===== config.mk =====
export PLATFORM = sky130hd
export DESIGN_NAME = bavg_back
export DESIGN_NICKNAME = d
export VERILOG_FILES = /design/src/rtl/core/bavg_pkg.sv /design/src/rtl/core/bavg_div.sv /design/src/rtl/core/bavg_back.sv
export SDC_FILE = /design/constraint.sdc
export NUM_CORES = 1
export LEC_CHECK = 0
export BUFFER_PORTS_ARGS = -buffer_cell sky130_fd_sc_hd__buf_2
export CORE_ASPECT_RATIO = 1.5
export CORE_UTILIZATION = 36
export DETAILED_ROUTE_END_ITERATION = 10
export PLACE_DENSITY_LB_ADDON = 0.08
export SYNTH_ARGS = -nofsm -noshare
export SYNTH_HDL_FRONTEND = slang
export SYNTH_HIERARCHICAL = 1
export SYNTH_SLANG_ARGS = --single-unit

===== constraint.sdc =====
create_clock -name clk_i -period 3.35 [get_ports clk_i]
set_input_delay 1.005 -clock clk_i [delete_from_list [all_inputs] [get_ports clk_i]]
set_output_delay 1.005 -clock clk_i [all_outputs]
set_load 0.1 [all_outputs]

===== src/rtl/core/bavg_pkg.sv =====
// Shared types and constants for the block average downsampler.
package bavg_pkg;

  localparam int unsigned CFG_W          = 13;
  localparam int unsigned CFG_IDX_W      = 3;
  localparam int unsigned SUM_W          = 24;
  localparam int unsigned AREA_W         = 17;
  localparam int unsigned LED_W          = 12;
  localparam int unsigned QDEPTH         = 4;
  localparam int unsigned QCNT_W         = 3;
  localparam int unsigned MAX_SOURCE_WIDTH = 4096;
  localparam int unsigned MAX_BLOCK_SIDE   = 256;

  localparam logic [12:0] SW_RESET   = 13'd64;
  localparam logic [6:0]  COLS_RESET = 7'd16;
  localparam logic [6:0]  ROWS_RESET = 7'd16;
  localparam logic [8:0]  BW_RESET   = 9'd4;
  localparam logic [8:0]  BH_RESET   = 9'd4;

  typedef enum logic [CFG_IDX_W-1:0] {
    CFG_SOURCE_WIDTH = 3'd0,
    CFG_OUT_COLUMNS  = 3'd1,
    CFG_OUT_ROWS     = 3'd2,
    CFG_BLOCK_WIDTH  = 3'd3,
    CFG_BLOCK_HEIGHT = 3'd4
  } cfg_idx_e;

  typedef struct packed {
    logic [7:0] red_in;
    logic [7:0] green_in;
    logic [7:0] blue_in;
    logic       frame_start;
  } pixel_t;

  typedef struct packed {
    logic [7:0]       red_avg;
    logic [7:0]       green_avg;
    logic [7:0]       blue_avg;
    logic [LED_W-1:0] led_index;
    logic             frame_last;
  } result_t;

  typedef struct packed {
    logic [12:0] sw;
    logic [6:0]  cols;
    logic [6:0]  rows;
    logic [8:0]  bw;
    logic [8:0]  bh;
  } geom_t;

  typedef struct packed {
    logic [SUM_W-1:0] red;
    logic [SUM_W-1:0] green;
    logic [SUM_W-1:0] blue;
  } sum_t;

  typedef struct packed {
    sum_t             sums;
    logic [LED_W-1:0] led;
    logic             last;
  } blk_t;

endpackage


===== src/rtl/core/bavg_div.sv =====
// Restoring divider, one quotient bit per cycle.
module bavg_div #(
  parameter int unsigned NUM_W = 24,
  parameter int unsigned DEN_W = 17
) (
  input  logic             clk_i,
  input  logic             rst_ni,
  input  logic             start_i,
  input  logic [NUM_W-1:0] num_i,
  input  logic [DEN_W-1:0] den_i,
  output logic             busy_o,
  output logic [NUM_W-1:0] quo_o,
  output logic [DEN_W-1:0] rem_o
);

  localparam int unsigned CNT_W = $clog2(NUM_W + 1);

  logic             busy_q;
  logic [CNT_W-1:0] cnt_q;
  logic [NUM_W-1:0] quo_q;
  logic [DEN_W-1:0] rem_q;
  logic [DEN_W-1:0] den_q;
  logic [DEN_W:0]   trial;
  logic [DEN_W:0]   diff;
  logic             ge;
  logic [DEN_W-1:0] rem_d;

  assign trial = {rem_q, quo_q[NUM_W-1]};
  assign diff  = trial - {1'b0, den_q};
  assign ge    = trial >= {1'b0, den_q};
  assign rem_d = ge ? diff[DEN_W-1:0] : trial[DEN_W-1:0];

  always_ff @(posedge clk_i or negedge rst_ni) begin
    if (!rst_ni) begin
      busy_q <= 1'b0;
      cnt_q  <= '0;
    end else if (start_i) begin
      busy_q <= 1'b1;
      cnt_q  <= CNT_W'(NUM_W);
      quo_q  <= num_i;
      rem_q  <= '0;
      den_q  <= den_i;
    end else if (busy_q) begin
      quo_q <= {quo_q[NUM_W-2:0], ge};
      rem_q <= rem_d;
      cnt_q <= cnt_q - CNT_W'(1);
      if (cnt_q == CNT_W'(1)) begin
        busy_q <= 1'b0;
      end
    end
  end

  assign busy_o = busy_q;
  assign quo_o  = quo_q;
  assign rem_o  = rem_q;

endmodule


===== src/rtl/core/bavg_back.sv =====
// Back end: divides block sums by block area and holds the result beat.
module bavg_back (
  input  logic              clk_i,
  input  logic              rst_ni,
  input  bavg_pkg::geom_t   geom_i,
  input  bavg_pkg::blk_t    blk_i,
  input  logic              fifo_empty_i,
  output logic              fifo_pop_o,
  output bavg_pkg::result_t result_o,
  output logic              empty_o,
  input  logic              pop_i
);

  typedef enum logic {
    BK_IDLE,
    BK_DIV
  } bk_state_e;

  bk_state_e                       state_q;
  logic                            res_vld_q;
  bavg_pkg::result_t               res_q;
  logic [bavg_pkg::LED_W-1:0]      led_q;
  logic                            last_q;
  logic [bavg_pkg::AREA_W-1:0]     area_q;
  logic [17:0]                     area_prod;

  logic                            r_busy;
  logic                            g_busy;
  logic                            b_busy;
  logic [bavg_pkg::SUM_W-1:0]      r_quo;
  logic [bavg_pkg::SUM_W-1:0]      g_quo;
  logic [bavg_pkg::SUM_W-1:0]      b_quo;
  logic                            out_pop;
  logic                            load;

  assign area_prod  = 18'(geom_i.bw) * 18'(geom_i.bh);
  assign fifo_pop_o = (state_q == BK_IDLE) && !fifo_empty_i;
  assign out_pop    = pop_i && res_vld_q;
  assign load       = (state_q == BK_DIV) && !(r_busy || g_busy || b_busy)
                      && (!res_vld_q || out_pop);

  bavg_div #(.NUM_W(bavg_pkg::SUM_W), .DEN_W(bavg_pkg::AREA_W)) u_red_div (
    .clk_i   (clk_i),
    .rst_ni  (rst_ni),
    .start_i (fifo_pop_o),
    .num_i   (blk_i.sums.red),
    .den_i   (area_q),
    .busy_o  (r_busy),
    .quo_o   (r_quo),
    .rem_o   ()
  );

  bavg_div #(.NUM_W(bavg_pkg::SUM_W), .DEN_W(bavg_pkg::AREA_W)) u_green_div (
    .clk_i   (clk_i),
    .rst_ni  (rst_ni),
    .start_i (fifo_pop_o),
    .num_i   (blk_i.sums.green),
    .den_i   (area_q),
    .busy_o  (g_busy),
    .quo_o   (g_quo),
    .rem_o   ()
  );

  bavg_div #(.NUM_W(bavg_pkg::SUM_W), .DEN_W(bavg_pkg::AREA_W)) u_blue_div (
    .clk_i   (clk_i),
    .rst_ni  (rst_ni),
    .start_i (fifo_pop_o),
    .num_i   (blk_i.sums.blue),
    .den_i   (area_q),
    .busy_o  (b_busy),
    .quo_o   (b_quo),
    .rem_o   ()
  );

  always_ff @(posedge clk_i or negedge rst_ni) begin
    if (!rst_ni) begin
      state_q   <= BK_IDLE;
      res_vld_q <= 1'b0;
    end else begin
      area_q <= area_prod[bavg_pkg::AREA_W-1:0];
      if (load) begin
        res_vld_q        <= 1'b1;
        res_q.red_avg    <= r_quo[7:0];
        res_q.green_avg  <= g_quo[7:0];
        res_q.blue_avg   <= b_quo[7:0];
        res_q.led_index  <= led_q;
        res_q.frame_last <= last_q;
      end else if (out_pop) begin
        res_vld_q <= 1'b0;
      end
      unique case (state_q)
        BK_IDLE: begin
          if (fifo_pop_o) begin
            led_q   <= blk_i.led;
            last_q  <= blk_i.last;
            state_q <= BK_DIV;
          end
        end
        BK_DIV: begin
          if (load) begin
            state_q <= BK_IDLE;
          end
        end
        default: begin
          state_q <= BK_IDLE;
        end
      endcase
    end
  end

  assign result_o = res_q;
  assign empty_o  = !res_vld_q;

endmodule


# Word level (Yosys, flattened, before mapping)
# Cells that the tools add are included.
# W data, S select, Z words.
[word_totals] out_inout_bits=39 in_bits=134 ff_bits=227 elab_cells=89
[op_classes] n_bitwise=1 multipliers=1 n_reduce_logical=20 n_eq_ne=3 muxes=32 addsub=6 magnitude_cmp=3
[ops] cell="$mux W24" count=6
[ops] cell="$mux W17" count=6
[ops] cell="$ge A18 B17 Y1" count=3
[ops] cell="$sub A17 B17 Y17" count=3
[ops] cell="$mux W5" count=6
[ops] cell="$mul A9 B9 Y17" count=1
[ops] cell="$eq A5 B1 Y1 const B" count=3
[ops] cell="$sub A5 B1 Y5 const B" count=3
[ops] cell="$mux W1" count=13
[ops] cell="$reduce_and A2 Y1" count=5
[ops] cell="$reduce_bool A2 Y1" count=4
[ops] cell="$logic_and A1 B1 Y1" count=4
[ops] cell="$logic_not A1 Y1" count=3
[ops] cell="$logic_or A1 B1 Y1" count=3
[ops] cell="$reduce_and A3 Y1" count=1
[ops] cell="$pmux W1 S2" count=1
[ops] cell="$not A1 Y1" count=1

# Longest topological paths before layout
[depth] depth_word=7 ltp_mapped=17 ltp_nobuf=16

# By module
# Netlist, hierarchy kept.
[by_module_without_submodules] module="bavg_div at u_blue_div ..." cells_each=314 n_inst=2 area_per_inst_um2=3662.3 seq_area_each_um2=1891.8
[by_module_without_submodules] module="bavg_back" cells_each=378 n_inst=1 area_per_inst_um2=4626.9 seq_area_each_um2=2062.0
[by_module_without_submodules] module="bavg_div at u_red_div" cells_each=324 n_inst=1 area_per_inst_um2=3689.8 seq_area_each_um2=1891.8

# Worst setup path after synthesis
# Ideal clock, no wire load.
[synth_path] path_type="input port to flip-flop" from="input geom_i[2] in the netlist's numbering" to="register area_q[15] in the netlist's numbering, data pin" path_buffers=1 required_time_ns=3.212 setup_slack_ns=-1.712 stages=15 arrival_time_ns=4.924 setup_ns=0.138 cell_sequence="clkbuf_1 > nand2_1 > fa_1 > inv_1 > fa_1 > fa_1 > inv_1 > fa_1 > inv_1 > ha_1 > a21o_1 > a31o_1 > o21a_1 > or4_1 > nand4_1"
[synth_via] elab_chain_len=1
[synth_lines] element="start: declaration" line="bavg_back.sv:5" source="input bavg_pkg::geom_t geom_i,"
[synth_lines] element="$mul A9 B9 Y17" line="bavg_back.sv:36" source="assign area_prod = 18'(geom_i.bw) * 18'(geom_i.bh);"
[synth_lines] element="named net area_prod[15]" line="bavg_back.sv:25" source="logic [17:0] area_prod;"
[synth_lines] element="end signal: assignment" line="bavg_back.sv:80" source="area_q <= area_prod[bavg_pkg::AREA_W-1:0];"
[synth_lines] element="end: declaration" line="bavg_back.sv:24" source="logic [bavg_pkg::AREA_W-1:0] area_q;"
# The timed path passes the listed nets, and every way through them passes these cells.
# A chain may end at the register's enable or synchronous reset.

# Worst setup path after layout
[layout_path] from="input geom_i[8] in the netlist's numbering" to="register area_q[15] in the netlist's numbering, data pin"
# The elaborated chain is that of the path after synthesis.

==> qor.json <==
{
  "clocking": {
    "clk_latency_ns": 0.54,
    "clkSlewWorstSetupHoldPaths_ns": 0.06,
    "cts_tree": "done",
    "tritoncts_num_sinks": 261,
    "cts_buffers": 26,
    "cts_root_buf": "clkbuf_16",
    "largest_buffer_count_on_any_clock_path": 3,
    "depth_of_the_cts_h_tree": 1
  },
  "global_route": {
    "maximum_number_of_pins_on_one_net_before_global_route_repair": 44,
    "grt_pass1_wl_mm": 57.64,
    "antenna_found_initial": 1,
    "globalRouteTotalUtil": 0.1642,
    "overflow": 0,
    "number_of_global_route_vias_before_repair": 11050
  },
  "power": {
    "power-per-cell-area_mw_per_mm2": 876.4,
    "leakagePower_nw": 7.839,
    "pwr-share-clk": 0.190,
    "p_seq_frac": 0.337,
    "power_switching_share": 0.3794,
    "internal_power_mw": 10.45,
    "comb_pwr_share": 0.473,
    "vdd_ir_drop_max_uv": 356.3,
    "p_switching_mw": 6.387
  },
  "yosys": {
    "synth.cell_area_sq_mm": 0.01564,
    "ys.flop_type": "edfxtp_1",
    "async_reset_ff_frac": 0.07663,
    "synth-edff-count": 241,
    "synth_area_per_cell_sq_um": 11.76,
    "syn-instance-count": 1330,
    "synth.distinct_cells": 69,
    "synth-warning-count": 6,
    "net_count_after_synthesis": 1609,
    "synth-seq-area-share": 0.4947,
    "ys_seq_elements": 261
  },
  "sta": {
    "worst_skew_ns": 0.01307,
    "max_freq_ghz": 0.2370,
    "hold_slack_ns": 0.3988,
    "worst_slack_ns": -0.8701,
    "post-route-period-util": 1.260,
    "setup_viol": 12,
    "final.min_clock_period_ns": 4.220,
    "slew_headroom": 0.5329,
    "finalMaxSlewViolations": 0,
    "grt_setup_unrepaired": "yes",
    "count_of_endpoints_failing_hold_in_the_final_timing_report": 0,
    "transition_time_of_the_tightest_slew_check_pin_ns": 0.6981
  },
  "place": {
    "dp_cells": 2084,
    "dp.final_hpwl_mm": 27.50,
    "gp_congestion": 0.8390,
    "port_buffers": 145
  },
  "detailed_routing": {
    "detailroute.via_count": 10710,
    "detail_route.first_pass.iterations": 5,
    "vias_per_cell": 4.992,
    "drcViolationCount": 0,
    "average_wire_length_per_cell_after_detail_routing_um": 16.85,
    "postRouteAntennaNets": 0,
    "wl_mm": 36.17,
    "initialDrtViolationCount": 438
  },
  "worst_setup_path": {
    "cp-start-kind": "primary input",
    "crit_path_max_fanout": 3,
    "worst-endpoint-arrival_ns": 4.62,
    "worst-endpoint-required_ns": 3.75,
    "worst_setup_path_end_kind": "register",
    "crit_type": "in2reg"
  },
  "run": {
    "max_cap_viol_count": 0
  },
  "finish": {
    "number_of_antenna_diodes": 0,
    "area_growth_pct": 22.80,
    "layout-drive-gt1-share": 0.2786,
    "num-nets-final": 1835,
    "final-instance-count-excl-fill": 2146
  },
  "floorplanning": {
    "floorplan.die.height_um": 257.3,
    "fp.coreArea_sq_mm": 0.04294,
    "die-area_sq_mm": 0.04430,
    "ios": 173,
    "die_width_um": 172.2,
    "initial_standard_cell_utilization_of_the_core": 0.3643,
    "rows": 93
  },
  "outcome": {
    "violated_checks": "negative setup slack",
    "status": "finished with violations"
  },
  "worst_hold_path": {
    "hold_path.class": "in2async"
  }
}
==> power groups by stage <==
stage	registers (mW)	logic (mW)	clock network, mW
final	5.67	7.96	3.20
after global routing	5.78	8.88	3.40
after CTS	5.70	7.91	3.31
after detailed placement	5.76	7.48	0
after global placement	5.75	7.37	0
after floorplan	5.53	5.61	0
==> final cells by class <==
| class | count | area, sq um |
|---|---|---|
| flip-flops and latches | 261 | 7737 |
| clock buffers | 30 | 696.9 |
| clock inverters | 18 | 236.5 |
| multi-input cells | 884 | 7560 |
| inverters | 148 | 555.5 |
| fillers | 4037 | 23730 |
| repair buffers | 235 | 1708 |
| well taps | 570 | 713.2 |
==> routing by layer <==
layer,global-route usage,share of wire,vias to the layer above
met1,0.1813,0.39,5197
met2,0.3145,0.54,203
met3,0.01646,0.031,68
met5,0,0,-
met4,0.06367,0.037,0
li1,-,-,5244
==> what timing repair did <==
action | in CTS | in global routing
hold buffers | 0 | 0
pin swaps | 34 | 36
resized for setup | 85 | 44
buffers inserted | 6 | 10
endpoints found under the setup margin | 12 | 12
==> worst max-delay path, stage by stage <==
cell	delay (ns)
buf_8	0.09
nand2_4	0.04
fa_1	0.50
fa_1	0.53
inv_2	0.04
fa_1	0.52
inv_1	0.05
fa_1	0.49
inv_2	0.05
ha_4	0.21
a21o_1	0.17
a31o_1	0.21
o21a_1	0.22
or4_1	0.41
nand4_1	0.08
==> final timing paths <==
path,start,to,slack (ns),depth (start not counted)
max in group asynchronous,rst_ni,u_red_div/cnt_q[4]$_DFFE_PN0N_,2.24,2
min in group clk_i,led_q[8]$_DFFE_PP_,result_o[9]$_DFFE_PP_,0.42,0
setup reg to reg,u_blue_div/quo_o[23]$_DFFE_PP_,u_blue_div/rem_o[1]$_SDFFCE_PP0P_,0.34,10
hold / removal,rst_ni,res_vld_q$_DFFE_PN0P_,0.40,1
hold reg to reg,led_q[8]$_DFFE_PP_,result_o[9]$_DFFE_PP_,0.42,0
setup / recovery,geom_i[8],area_q[15]$_DFFE_PP_,-0.87,15
==> state kept, by name (all words and copies together), names as in the netlist, 5 cells and up <==
register           count
area_q                17
led_q                 12
result_o              37
u_blue_div/cnt_q       5
u_blue_div/den_q      17
u_blue_div/quo_o      24
u_blue_div/rem_o      17
u_green_div/cnt_q      5
u_green_div/den_q     17
u_green_div/quo_o     24
u_green_div/rem_o     17
u_red_div/cnt_q        5
u_red_div/den_q       17
u_red_div/quo_o       24
u_red_div/rem_o       17
==> through the flow <==
step | setup TNS (ns) | total power [mW] | setup WS, ns | utilization | instance area [sq um]
3_5_place_dp | -15.91 | 13.24 | -1.532 | 0.4117 | 17680
2_1_floorplan | -10.90 | 11.14 | -1.256 | - | 15840
5_1_grt | -8.530 | 18.06 | -0.9669 | 0.4473 | 19210
4_1_cts | -7.056 | 16.91 | -0.8636 | 0.4424 | 19000
6_report | -7.488 | 16.83 | -0.8701 | 0.4473 | 19210
3_3_place_gp | -15.59 | 13.13 | -1.496 | 0.4117 | 17680
==> synthesized netlist by cell type (11+ instances only) <==
cell type	instances	area share
edfxtp_1	241	0.46
mux2_2	58	0.042
mux2i_1	20	0.013
nand2_1	111	0.027
o31ai_1	14	0.0067
fa_1	52	0.067
xnor2_1	45	0.025
nor3_1	16	0.0051
nand2b_1	16	0.0064
clkbuf_1	19	0.0046
mux2_1	14	0.010
ha_1	93	0.074
xor2_1	15	0.0084
a21o_1	15	0.0072
nand3_1	17	0.0054
dfrtp_1	20	0.032
inv_1	146	0.035
and2_1	58	0.023
nor2_1	68	0.016
a21oi_1	63	0.020
nand4_1	11	0.0044
o21ai_0	40	0.013
a211oi_1	25	0.012
==> kinds of logic after synthesis <==
logic type | Yosys count | share of synthesized area
flops | 261 | 0.4947
buf+inv | 185 | 0.04728
compound gates | 252 | 0.1134
simple gates | 334 | 0.1046
mux | 93 | 0.06559
xor+xnor | 60 | 0.03360
fa+ha+maj | 145 | 0.1409
==> placed cells by master, fill, tap and decap left out, drive strengths merged, types with 4 or more instances in the layout <==
cell type and instances:
nand4 11, and3 6, a21oi 67, or3 4
a211oi 33, inv 151, a32oi 10, o21a 8
clkbuf 30, nor4 8, nand3 17, o31ai 14
xnor2 45, ha 93, a21o 15, edfxtp 241
and2 58, mux2 73, fa 52, mux2i 20
xor2 15, o211ai 12, buf 235, a311oi 6
nor3 16, nor2b 8, a31oi 6, nand2 111
dfrtp 20, o311ai 4, clkinv 7, o21ai 44
nand2b 16, o221ai 4, nor2 68, a211o 7
bufinv 5
Note: power is estimated with default switching activity, not from simulation.
