[config.mk]
export PLATFORM = sky130hd
export DESIGN_NAME = bavg_fifo
export DESIGN_NICKNAME = d
export VERILOG_FILES = /design/src/rtl/core/bavg_pkg.sv /design/src/rtl/core/bavg_fifo.sv
export SDC_FILE = /design/constraint.sdc
export NUM_CORES = 1
export LEC_CHECK = 0
export ABC_CLOCK_PERIOD_IN_PS = 2850
export BUFFER_PORTS_ARGS = -buffer_cell sky130_fd_sc_hd__buf_2
export CORE_MARGIN = 1.5
export CORE_UTILIZATION = 41
export DETAILED_ROUTE_END_ITERATION = 10
export GPL_TIMING_DRIVEN = 0
export PLACE_DENSITY_LB_ADDON = 0.1
export REMOVE_ABC_BUFFERS = 1
export SETUP_SLACK_MARGIN = 0.3
export SYNTH_ARGS = -nofsm -noshare
export SYNTH_HDL_FRONTEND = slang
export SYNTH_SLANG_ARGS = --single-unit
[constraint.sdc]
create_clock -name clk_i -period 2.85 [get_ports clk_i]
set_input_delay 0.285 -clock clk_i [delete_from_list [all_inputs] [get_ports clk_i]]
set_output_delay 0.285 -clock clk_i [all_outputs]
set_load 0.1 [all_outputs]
[src/rtl/core/bavg_pkg.sv]
// Shared types and constants for the block average downsampler.
package bavg_pkg;

  localparam int unsigned CFG_W          = 13;
  localparam int unsigned CFG_IDX_W      = 3;
  localparam int unsigned SUM_W          = 24;
  localparam int unsigned AREA_W         = 17;
  localparam int unsigned LED_W          = 12;
  localparam int unsigned QDEPTH         = 4;
  localparam int unsigned QCNT_W         = 3;
  localparam int unsigned MAX_SOURCE_WIDTH = 4096;
  localparam int unsigned MAX_BLOCK_SIDE   = 256;

  localparam logic [12:0] SW_RESET   = 13'd64;
  localparam logic [6:0]  COLS_RESET = 7'd16;
  localparam logic [6:0]  ROWS_RESET = 7'd16;
  localparam logic [8:0]  BW_RESET   = 9'd4;
  localparam logic [8:0]  BH_RESET   = 9'd4;

  typedef enum logic [CFG_IDX_W-1:0] {
    CFG_SOURCE_WIDTH = 3'd0,
    CFG_OUT_COLUMNS  = 3'd1,
    CFG_OUT_ROWS     = 3'd2,
    CFG_BLOCK_WIDTH  = 3'd3,
    CFG_BLOCK_HEIGHT = 3'd4
  } cfg_idx_e;

  typedef struct packed {
    logic [7:0] red_in;
    logic [7:0] green_in;
    logic [7:0] blue_in;
    logic       frame_start;
  } pixel_t;

  typedef struct packed {
    logic [7:0]       red_avg;
    logic [7:0]       green_avg;
    logic [7:0]       blue_avg;
    logic [LED_W-1:0] led_index;
    logic             frame_last;
  } result_t;

  typedef struct packed {
    logic [12:0] sw;
    logic [6:0]  cols;
    logic [6:0]  rows;
    logic [8:0]  bw;
    logic [8:0]  bh;
  } geom_t;

  typedef struct packed {
    logic [SUM_W-1:0] red;
    logic [SUM_W-1:0] green;
    logic [SUM_W-1:0] blue;
  } sum_t;

  typedef struct packed {
    sum_t             sums;
    logic [LED_W-1:0] led;
    logic             last;
  } blk_t;

endpackage

[src/rtl/core/bavg_fifo.sv]
// Block queue between the accumulating front end and the averaging back end.
module bavg_fifo (
  input  logic                                clk_i,
  input  logic                                rst_ni,
  input  logic                                push_i,
  input  bavg_pkg::blk_t                      data_i,
  input  logic                                pop_i,
  output bavg_pkg::blk_t                      data_o,
  output logic                                empty_o,
  output logic [bavg_pkg::QCNT_W-1:0]         count_o
);

  localparam int unsigned PTR_W = $clog2(bavg_pkg::QDEPTH);

  bavg_pkg::blk_t                 entries_q [bavg_pkg::QDEPTH];
  logic [PTR_W-1:0]               wptr_q;
  logic [PTR_W-1:0]               rptr_q;
  logic [bavg_pkg::QCNT_W-1:0]    count_q;

  always_ff @(posedge clk_i or negedge rst_ni) begin
    if (!rst_ni) begin
      wptr_q  <= '0;
      rptr_q  <= '0;
      count_q <= '0;
    end else begin
      if (push_i) begin
        entries_q[wptr_q] <= data_i;
        wptr_q            <= wptr_q + PTR_W'(1);
      end
      if (pop_i) begin
        rptr_q <= rptr_q + PTR_W'(1);
      end
      if (push_i && !pop_i) begin
        count_q <= count_q + bavg_pkg::QCNT_W'(1);
      end else if (pop_i && !push_i) begin
        count_q <= count_q - bavg_pkg::QCNT_W'(1);
      end
    end
  end

  assign data_o  = entries_q[rptr_q];
  assign empty_o = (count_q == '0);
  assign count_o = count_q;

endmodule

* Word level (Yosys, flattened, before mapping) *
Memory sizes are Yosys's and may differ from the RTL's.
Index checks and enable logic that the tools add are counted.

operators by class
  add/sub/neg operators = 4
  muxes and demuxes = 4
  reduce and logical (&&, ||, !) cells = 7

operators by type and width
  kind                                               number
  two-way mux 3 bit                                  2
  adder 2 x 1 -> 2 bit (second input constant)       2
  adder 3 x 1 -> 3 bit (second input constant)       1
  logical AND 1 bit                                  3
  logical NOT 3 bit                                  1
  subtractor 3 x 1 -> 3 bit (second input constant)  1
  logical NOT 1 bit                                  2
  two-way mux 1 bit                                  2
  nonzero test 2 bit                                 1

word-level totals
  register bits = 7
  memory bits (writable) = 340
  input port bits = 89
  output and inout bits = 89
  logic and storage cells = 19
  memories = 1

memories
  memory     depth  width  read ports  clocked after Yosys merged registers in  wr ports  line             RTL
  entries_q  4      85     1           0                                        1         bavg_fifo.sv:15  bavg_pkg::blk_t entries_q [bavg_pkg::QDEPTH];

* Longest topological paths before layout *
Gate-level depths: netlist of run 1.

  depth in word-level cells = 4
  mapped depth = 7
  gate-level depth less buffers = 7

* Least setup slack after synthesis of run 1 *
Ideal clock, no wire load.

  path type = register -> output
  start point = register count_q (netlist bit count_o[0])
  end point = output empty_o
  data arrival time = 2.995 ns
  required time = 2.565 ns
  path slack = -0.430 ns
  cell stages (with the launch flop) = 2
  path buffers = 0
  cells stage by stage = dfrtp_1 nor3_1

between the ends
  cells in the longest elaborated chain, start to end = 1

RTL lines
  element                 line             RTL
  start, declared         bavg_fifo.sv:18  logic [bavg_pkg::QCNT_W-1:0] count_q;
  start signal, assigned  bavg_fifo.sv:34  count_q <= count_q + bavg_pkg::QCNT_W'(1);
  start signal, assigned  bavg_fifo.sv:36  count_q <= count_q - bavg_pkg::QCNT_W'(1);
  logical NOT 3 bit       bavg_fifo.sv:42  assign empty_o = (count_q == '0);
  end, declared           bavg_fifo.sv:9   output logic empty_o,

No other way between the ends.

==> results of run 1 <==
==> repair_timing <==
action,CTS,global route
gates cloned,0,0
endpoints found under the setup margin,82,39
buffers inserted,5,1
hold buffers,87,0
endpoints found under the hold margin,348,0
resized for setup,8,1
==> placed cells by master (no fill, tap or decap), types with 5 or more instances in the layout <==
cell           netlist  layout
clkinv_1             0      14
clkinv_2             0       5
clkbuf_16            0      37
dlygate4sd3_1        0      87
edfxtp_1           340     340
buf_16               0       7
ha_1                 5       5
buf_4                3      10
dfrtp_1              7       5
mux4_2              85      85
buf_2                9     168
==> state kept, by name (all words and copies together), names as in the netlist <==
| name | flops |
|---|---|
| wptr_q | 2 |
| rptr_q | 2 |
| count_o | 3 |
| entries_q | 340 |
==> cell type report <==
| type | count | area share, % |
|---|---|---|
| inverters | 4 | 0.0927 |
| well taps | 396 | 3.06 |
| repair buffers | 277 | 12.7 |
| flip-flops and latches | 347 | 64.1 |
| clock buffers | 41 | 5.81 |
| clock inverters | 23 | 1.08 |
| multi-input cells | 107 | 13.1 |
==> metal layers <==
| metal | track usage [%] | vias up | wire (um) |
|---|---|---|---|
| met5 | 0 | - | 0 |
| met4 | 4.34 | 0 | 484 |
| met3 | 3.41 | 36 | 1180 |
| li1 | - | 2650 | - |
| met2 | 24.8 | 144 | 11800 |
| met1 | 19.2 | 3059 | 9790 |
==> stage by stage <==
step | hold slack (ns) | std cells | setup WS, ns | util (%) | TNS, ns
finish | 0.101 | 1195 | 0.392 | 53.1 | 0
global route | 0.0993 | 1195 | 0.290 | 53.1 | 0
CTS | 0.0853 | 1194 | 0.303 | 53.1 | 0
detailed placement | 0.159 | 1038 | 0.509 | 46.2 | 0
global placement | 0.139 | 1031 | -3.48 | 45.5 | -970.78
floorplan | -0.0106 | 458 | -1.77 | - | -224.42
==> how the worst min path moves through the flow <==
stage	startpoint	to	slack (ns)	cells after the start
3_5_place_dp	rst_ni	count_o[1]$_DFFE_PN0P_	0.16	1
6_report	push_i	wptr_q[0]$_DFFE_PN0P_	0.10	2
4_1_cts	push_i	wptr_q[0]$_DFFE_PN0P_	0.09	2
3_3_place_gp	rst_ni	count_o[1]$_DFFE_PN0P_	0.14	1
2_1_floorplan	rst_ni	count_o[0]$_DFFE_PN0P_	-0.01	0
5_1_grt	push_i	wptr_q[0]$_DFFE_PN0P_	0.1	2
==> cell families after synthesis <==
logic type | count (synthesis) | share of synthesized area [%]
AO/OA/AOI/OAI | 1 | 0.0395
XOR/XNOR | 6 | 0.415
adder cells (fa/ha/maj) | 6 | 0.652
buffers and inverters | 24 | 1.42
flip-flops | 347 | 82.0
multiplexers | 86 | 15.2
AND/OR/NAND/NOR | 8 | 0.326
==> impl_metrics.py, run 1 <==
metrics = {
    "status": {
        "status": "finished clean",
    },
    "setup_path": {
        "crit_path_end_kind": "output pin",
        "crit-reg2reg-launch": "wptr_q[0]$_DFFE_PN0P_",
        "worst-path-buf-inv": 3,
        "cp.required_ns": 2.57,
        "worstReg2RegEnd": "entries_q[0][25]$_DFFE_PP_",
        "startpoint": "rptr_q[0]$_DFFE_PN0P_",
        "cp-endpoint": "data_o[12]",
        "r2r_setup_slack_ns": 0.83,
        "cpMaxStageDelayCell": "mux4_2",
        "crit_type": "flop to output pin",
        "cp_num_cells": 4,
        "cp_cell_sequence": "buf_12, buf_16, mux4_2, buf_2",
        "crit_fanout": 27,
        "crit_arrival_ns": 2.17,
        "cpPeakStageDelay_ns": 0.54,
        "start_kind": "flop",
        "rr_worst_depth": 4,
        "crit_family": "buffers and inverters",
    },
    "clocking": {
        "cts_inserted_buffers": 36,
        "clock_latency_ns": 0.50,
        "clkSinkCount": 347,
        "clkTransAtPathRegs_ns": 0.06,
        "cts-root-buf": "clkbuf_16",
        "cts_tree": "yes",
        "cts_buffer_depth": 3,
        "cts_max_level": 2,
    },
    "detailed_routing": {
        "wl_per_cell_um": 19.4,
        "antenna_left": 0,
        "route.detailed.drc": 0,
        "drtIter0Drc": 295,
        "wirelength_um": 23200,
        "drtPass1Iterations": 4,
        "via_count": 5889,
        "vias_per_cell": 4.93,
    },
    "cells_and_area": {
        "multi_input_comb_area_sq_um": 2130,
        "finalNetCount": 868,
        "layout-drive-gt1-share_pct": 41.1,
        "regArea_sq_um": 10400,
        "antenna_cells": 0,
        "final_area_sq_um": 16200,
        "synthToLayoutAreaGrowth_pct": 27.9,
        "n_fill_cell": 2414,
    },
    "timing": {
        "setup_viol": 0,
        "fin_skew_ns": 0.0116,
        "max_freq_mhz": 407,
        "finalMaxSlewViolations": 0,
        "tightest_slew_ns": 0.711,
        "fin_crit_ns": 2.46,
        "slew_headroom_pct": 52.6,
        "rsz0062_at_grt": "yes",
        "finalHoldViolCount": 0,
        "timing.final.crit_share_pct": 86.3,
    },
    "synth": {
        "ys_types": 20,
        "netlist_area_sq_um": 12700,
        "ys_top_cells_by_count": "340 x edfxtp_1, 85 x mux4_2, 9 x buf_2",
        "ys_warn_count": 0,
        "synth-edff-count": 340,
        "yosysTopAreaCellShare_pct": 80.6,
        "synth_area_leader_cell": "edfxtp_1",
        "synth_seq_area_share_pct": 82.0,
        "synth_area_per_cell_sq_um": 26.5,
        "synth-seq-cells": 347,
        "synth_cells": 478,
        "synth_area_leaders": "edfxtp_1 81%, mux4_2 15%, dfrtp_1 1.4%",
        "synth_most_common_cell": "edfxtp_1",
        "synthArstFlopShare_pct": 2.02,
        "synthFlopType": "edfxtp_1",
    },
    "global_routing": {
        "grt_usage_pct": 14.7,
        "grt_pass1_vias": 6392,
        "grt_pass1_wl_um": 35200,
        "grt_remaining_overflow": 0,
        "grt_start_max_net_pins": 46,
        "antenna_found_initial": 0,
    },
    "floorplanning": {
        "die_h_um": 179,
        "dieArea_sq_um": 32000,
        "pin_count": 178,
        "start_util_pct": 41.5,
        "core-area_sq_um": 30500,
        "rows": 64,
        "die_w_um": 179,
    },
    "job": {
        "maxCapViolations": 0,
    },
    "placement": {
        "routabilityCongestion": 0.672,
        "port_buffers": 177,
        "hpwl_um": 12800,
        "placed_cell_area_sq_um": 14100,
    },
    "worst_hold_path": {
        "hold_class": "primary input to flop",
    },
}
Power of run 1 is not shown: default switching activity piles up to over one toggle a cycle in this logic, so the estimate is an artifact.
==> run 2, diff against run 1 <==
--- a/config.mk
+++ b/config.mk
@@ -11,6 +11,7 @@
 export CORE_UTILIZATION = 41
 export DETAILED_ROUTE_END_ITERATION = 10
 export GPL_TIMING_DRIVEN = 0
+export MAX_ROUTING_LAYER = met4
 export PLACE_DENSITY_LB_ADDON = 0.1
 export REMOVE_ABC_BUFFERS = 1
 export SETUP_SLACK_MARGIN = 0.3
==> run 2 against run 1 <==
  * Critical path depth is the same
  * Final cell count is the same
  * Critical endpoint unchanged
  * First-iteration DRC count grew 8.1%
  * Fmax is essentially flat
  * Global-route usage grew 0.46 points
==> impl_metrics.py, run 2 (synthesis results as in run 1) <==
metrics = {
    "timing": {
        "hold_ws_ns": 0.101,
        "fin_crit_ns": 2.46,
        "worst_slack_ns": 0.389,
        "max_freq_mhz": 406,
        "slew_headroom_pct": 51.9,
        "rsz0062_at_grt": "yes",
        "fin_skew_ns": 0.00997,
        "finalHoldViolCount": 0,
        "finalMaxSlewViolations": 0,
        "setup_viol": 0,
        "tightest_slew_ns": 0.722,
        "timing.final.crit_share_pct": 86.3,
    },
    "floorplanning": {
        "die_h_um": 179,
        "dieArea_sq_um": 32000,
        "start_util_pct": 41.5,
        "die_w_um": 179,
        "core-area_sq_um": 30500,
        "pin_count": 178,
        "rows": 64,
    },
    "clocking": {
        "cts_tree": "yes",
        "clkSinkCount": 347,
        "clkTransAtPathRegs_ns": 0.06,
        "cts_buffer_depth": 3,
        "cts_max_level": 2,
        "clock_latency_ns": 0.50,
        "cts_inserted_buffers": 36,
        "cts-root-buf": "clkbuf_16",
    },
    "setup_path": {
        "crit_type": "flop to output pin",
        "crit_path_end_kind": "output pin",
        "cpPeakStageDelay_ns": 0.54,
        "start_kind": "flop",
        "cp_cell_sequence": "buf_12, buf_16, mux4_2, buf_2",
        "crit_fanout": 27,
        "cp.required_ns": 2.57,
        "crit_arrival_ns": 2.18,
        "cpMaxStageDelayCell": "mux4_2",
    },
    "cells_and_area": {
        "layout-drive-gt1-share_pct": 41.1,
        "fin_cells": 1195,
        "mostFrequentLayoutCells": "340 x edfxtp_1, 168 x buf_2, 87 x dlygate4sd3_1",
        "layout_commonest_cell": "edfxtp_1",
        "synthToLayoutAreaGrowth_pct": 27.9,
        "finalNetCount": 868,
        "largest_reg_flops": 340,
        "antenna_cells": 0,
        "n_fill_cell": 2414,
        "largest_register": "entries_q",
    },
    "global_routing": {
        "grt_usage_pct": 15.2,
        "grt_remaining_overflow": 0,
        "grt_pass1_vias": 6396,
        "grt_pass1_wl_um": 35200,
        "grt_start_max_net_pins": 46,
        "antenna_found_initial": 0,
    },
    "detailed_routing": {
        "route.detailed.drc": 0,
        "drtPass1Iterations": 4,
        "antenna_left": 0,
        "via_count": 5884,
        "wl_per_cell_um": 19.5,
        "wirelength_um": 23300,
        "vias_per_cell": 4.92,
        "drtIter0Drc": 319,
    },
    "status": {
        "status": "finished clean",
    },
    "worst_hold_path": {
        "hold_class": "primary input to flop",
    },
    "job": {
        "maxCapViolations": 0,
    },
    "placement": {
        "routabilityCongestion": 0.678,
        "post-place-cells": 1038,
        "pre_cts_ws_ns": 0.509,
        "port_buffers": 177,
        "hpwl_um": 12800,
    },
}
run 2: cell counts in the layout (fill, tap and decap cells not counted):
Identical to the previous run, type by type.
run 2: per-stage QoR:
stage,setup TNS (ns),util [%],area [sq um]
after CTS,0,53.1,16200
after detailed placement,0,46.2,14100
final,0,53.1,16200
after floorplan,-224.42,-,12500
after global routing,0,53.1,16200
after global placement,-970.78,45.5,13900
run 2: what timing repair did:
action                                  CTS  global route
setup buffers                             5             1
resized for setup                         8             1
hold buffers                             87             0
cloned                                    0             0
endpoints found under the setup margin   82            39
hold endpoints to repair                348             0
run 2: area by class of cell:
class / count / area (sq um) / share of cell area (%)
Tap cell: 396 / 495 / 3.06
Clock buffer: 41 / 941 / 5.81
Multi-Input combinational cell: 107 / 2130 / 13.1
Inverter: 4 / 15.0 / 0.0927
Timing Repair Buffer: 277 / 2060 / 12.7
Sequential cell: 347 / 10400 / 64.1
Clock inverter: 23 / 175 / 1.08
run 2: layer usage:
layer | part of all wire (%) | track usage [%] | up-vias
met5 | 0 | - | -
met2 | 51 | 24.8 | 143
met4 | 2.1 | 4.34 | 0
met3 | 4.6 | 3.05 | 36
li1 | - | - | 2652
met1 | 43 | 19.4 | 3053
run 2: critical path: cells and delay by family (launching register included):
kind | cells | cell delay, ns
flip-flops | 1 | 0.46
buffers and inverters | 3 | 0.66
multiplexers | 1 | 0.54
run 2: path summary, 6_finish.rpt:
check                                       start                    endpoint  slack (ns)  cells past startpoint
max                         rptr_q[0]$_DFFE_PN0P_                  data_o[12]        0.39                      4
min                                        push_i       wptr_q[0]$_DFFE_PN0P_        0.10                      2
max reg2reg                 wptr_q[0]$_DFFE_PN0P_  entries_q[0][25]$_DFFE_PP_        0.82                      4
min reg2reg                count_o[2]$_DFFE_PN0P_      count_o[2]$_DFFE_PN0P_        0.51                      1
max in group asynchronous                  rst_ni       rptr_q[0]$_DFFE_PN0P_        2.46                      2
min in group asynchronous                  rst_ni      count_o[2]$_DFFE_PN0P_        0.17                      2
Power of run 2 is left out for the same reason.
==> run 3, diff against run 2 <==
--- a/config.mk
+++ b/config.mk
@@ -9,6 +9,7 @@
 export BUFFER_PORTS_ARGS = -buffer_cell sky130_fd_sc_hd__buf_2
 export CORE_MARGIN = 1.5
 export CORE_UTILIZATION = 41
+export CTS_BUF_LIST = sky130_fd_sc_hd__clkbuf_8 sky130_fd_sc_hd__clkbuf_16
 export DETAILED_ROUTE_END_ITERATION = 10
 export GPL_TIMING_DRIVEN = 0
 export MAX_ROUTING_LAYER = met4
==> run 3 against run 2 <==
  * Via count shrank 0.25%
  * Clock skew is essentially flat
  * Flip-flop and latch count is the same
  * First-iteration DRC count grew 2.8%
  * Final area is the same
  * Final cell count is the same
  * Critical path depth is the same
  * Worst setup slack gained 0.0018 ns
  * Sequential share of layout area is the same
  * Non-clock buffer count is the same
  * Count of clock-buffer cells in the layout shrank 4
  * Critical path type unchanged
  * Largest cell class unchanged
==> impl_metrics.py, run 3 (synthesis results as in run 1) <==
metrics = {
    "setup_path": {
        "crit_path_end_kind": "output pin",
        "crit_type": "flop to output pin",
        "r2r_setup_slack_ns": 0.83,
        "worstReg2RegEnd": "entries_q[0][25]$_DFFE_PP_",
        "start_kind": "flop",
        "crit_fanout": 27,
        "crit-reg2reg-launch": "wptr_q[0]$_DFFE_PN0P_",
        "rr_worst_depth": 4,
        "crit_arrival_ns": 2.17,
        "cp.required_ns": 2.57,
    },
    "detailed_routing": {
        "route.detailed.drc": 0,
        "drtPass1Iterations": 4,
        "antenna_left": 0,
        "wirelength_um": 23300,
        "wl_per_cell_um": 19.5,
        "vias_per_cell": 4.91,
        "via_count": 5869,
        "drtIter0Drc": 328,
    },
    "cells_and_area": {
        "largest_reg_flops": 340,
        "finalNetCount": 868,
        "layout-drive-gt1-share_pct": 41.1,
        "layout_commonest_cell": "edfxtp_1",
        "antenna_cells": 0,
        "mostFrequentLayoutCells": "340 x edfxtp_1, 168 x buf_2, 87 x dlygate4sd3_1",
        "synthToLayoutAreaGrowth_pct": 27.9,
        "largest_register": "entries_q",
        "n_fill_cell": 2414,
    },
    "clocking": {
        "clock_latency_ns": 0.50,
        "cts_tree": "yes",
        "cts_max_level": 2,
        "clkTransAtPathRegs_ns": 0.06,
        "cts_buffer_depth": 3,
        "cts-root-buf": "clkbuf_16",
        "clkSinkCount": 347,
        "cts_inserted_buffers": 36,
    },
    "timing": {
        "slew_headroom_pct": 52.2,
        "hold_ws_ns": 0.102,
        "setup_viol": 0,
        "fin_crit_ns": 2.46,
        "finalMaxSlewViolations": 0,
        "max_freq_mhz": 407,
        "finalHoldViolCount": 0,
        "rsz0062_at_grt": "yes",
        "tns_ns": 0,
        "tightest_slew_ns": 0.717,
        "timing.final.crit_share_pct": 86.3,
        "fin_skew_ns": 0.0102,
    },
    "global_routing": {
        "grt_pass1_wl_um": 35200,
        "grt_usage_pct": 15.2,
        "antenna_found_initial": 0,
        "grt_pass1_vias": 6396,
        "grt_remaining_overflow": 0,
        "grt_start_max_net_pins": 46,
    },
    "floorplanning": {
        "pin_count": 178,
        "core-area_sq_um": 30500,
        "die_h_um": 179,
        "rows": 64,
        "die_w_um": 179,
        "dieArea_sq_um": 32000,
        "start_util_pct": 41.5,
    },
    "job": {
        "maxCapViolations": 0,
    },
    "worst_hold_path": {
        "hold_depth": 2,
        "hold_start": "push_i",
        "hold_class": "primary input to flop",
        "hold_end": "wptr_q[0]$_DFFE_PN0P_",
    },
    "placement": {
        "hpwl_um": 12800,
        "routabilityCongestion": 0.678,
        "port_buffers": 177,
    },
    "status": {
        "status": "finished clean",
    },
}
run 3: cell count changes in the layout (fill, tap and decap cells not counted), sizes merged:
| cell | before | now |
|---|---|---|
| inv | 4 | 8 |
| clkbuf | 42 | 38 |
run 3: how the worst max path moves through the flow:
stage                                     start    endpoint  slack, ns  cells past startpoint
after floorplan           rptr_q[0]$_DFFE_PN0P_   data_o[0]      -1.77                      1
after global placement    rptr_q[0]$_DFFE_PN0P_  data_o[61]      -3.48                      2
after detailed placement  rptr_q[0]$_DFFE_PN0P_  data_o[45]       0.51                      3
after CTS                 rptr_q[1]$_DFFE_PN0P_  data_o[35]       0.30                      3
after global routing      rptr_q[0]$_DFFE_PN0P_  data_o[42]       0.29                      3
final                     rptr_q[0]$_DFFE_PN0P_  data_o[12]       0.39                      4
run 3: timing repair:
action | CTS | global route
hold buffers | 87 | 0
endpoints found under the hold margin | 348 | 0
endpoints found under the setup margin | 82 | 39
buffers inserted | 5 | 1
gates resized for setup | 8 | 1
run 3: worst max-delay path, cell delays in order, from the launching register on:
cell and delay (ns):
dfrtp_4 0.46, buf_12 0.12, buf_16 0.23, mux4_2 0.54, buf_2 0.31
run 3: final cells by class:
cell class / instances / area (sq um) / share of cell area [%]
flip-flops and latches: 347 / 10400 / 64.1
repair buffers: 277 / 2060 / 12.7
clock inverters: 27 / 190 / 1.17
multi-input cells: 107 / 2130 / 13.1
inverters: 4 / 15.0 / 0.0927
well taps: 396 / 495 / 3.06
clock buffers: 37 / 926 / 5.71
run 3: routing by layer:
metal | up-vias | wire (um) | track usage (%)
met2 | 137 | 11800 | 24.8
met4 | 0 | 486 | 4.34
met1 | 3045 | 9900 | 19.4
met5 | - | 0 | -
met3 | 37 | 1060 | 3.05
li1 | 2650 | - | -
run 3: metrics by stage:
| stage | setup slack (ns) | cells | utilization (%) | instance area [sq um] |
|---|---|---|---|---|
| 2_1_floorplan | -1.77 | 458 | - | 12500 |
| 3_3_place_gp | -3.48 | 1031 | 45.5 | 13900 |
| 3_5_place_dp | 0.509 | 1038 | 46.2 | 14100 |
| 4_1_cts | 0.303 | 1194 | 53.1 | 16200 |
| 5_1_grt | 0.290 | 1195 | 53.1 | 16200 |
| 6_report | 0.391 | 1195 | 53.1 | 16200 |
Power of run 3 is left out for the same reason.
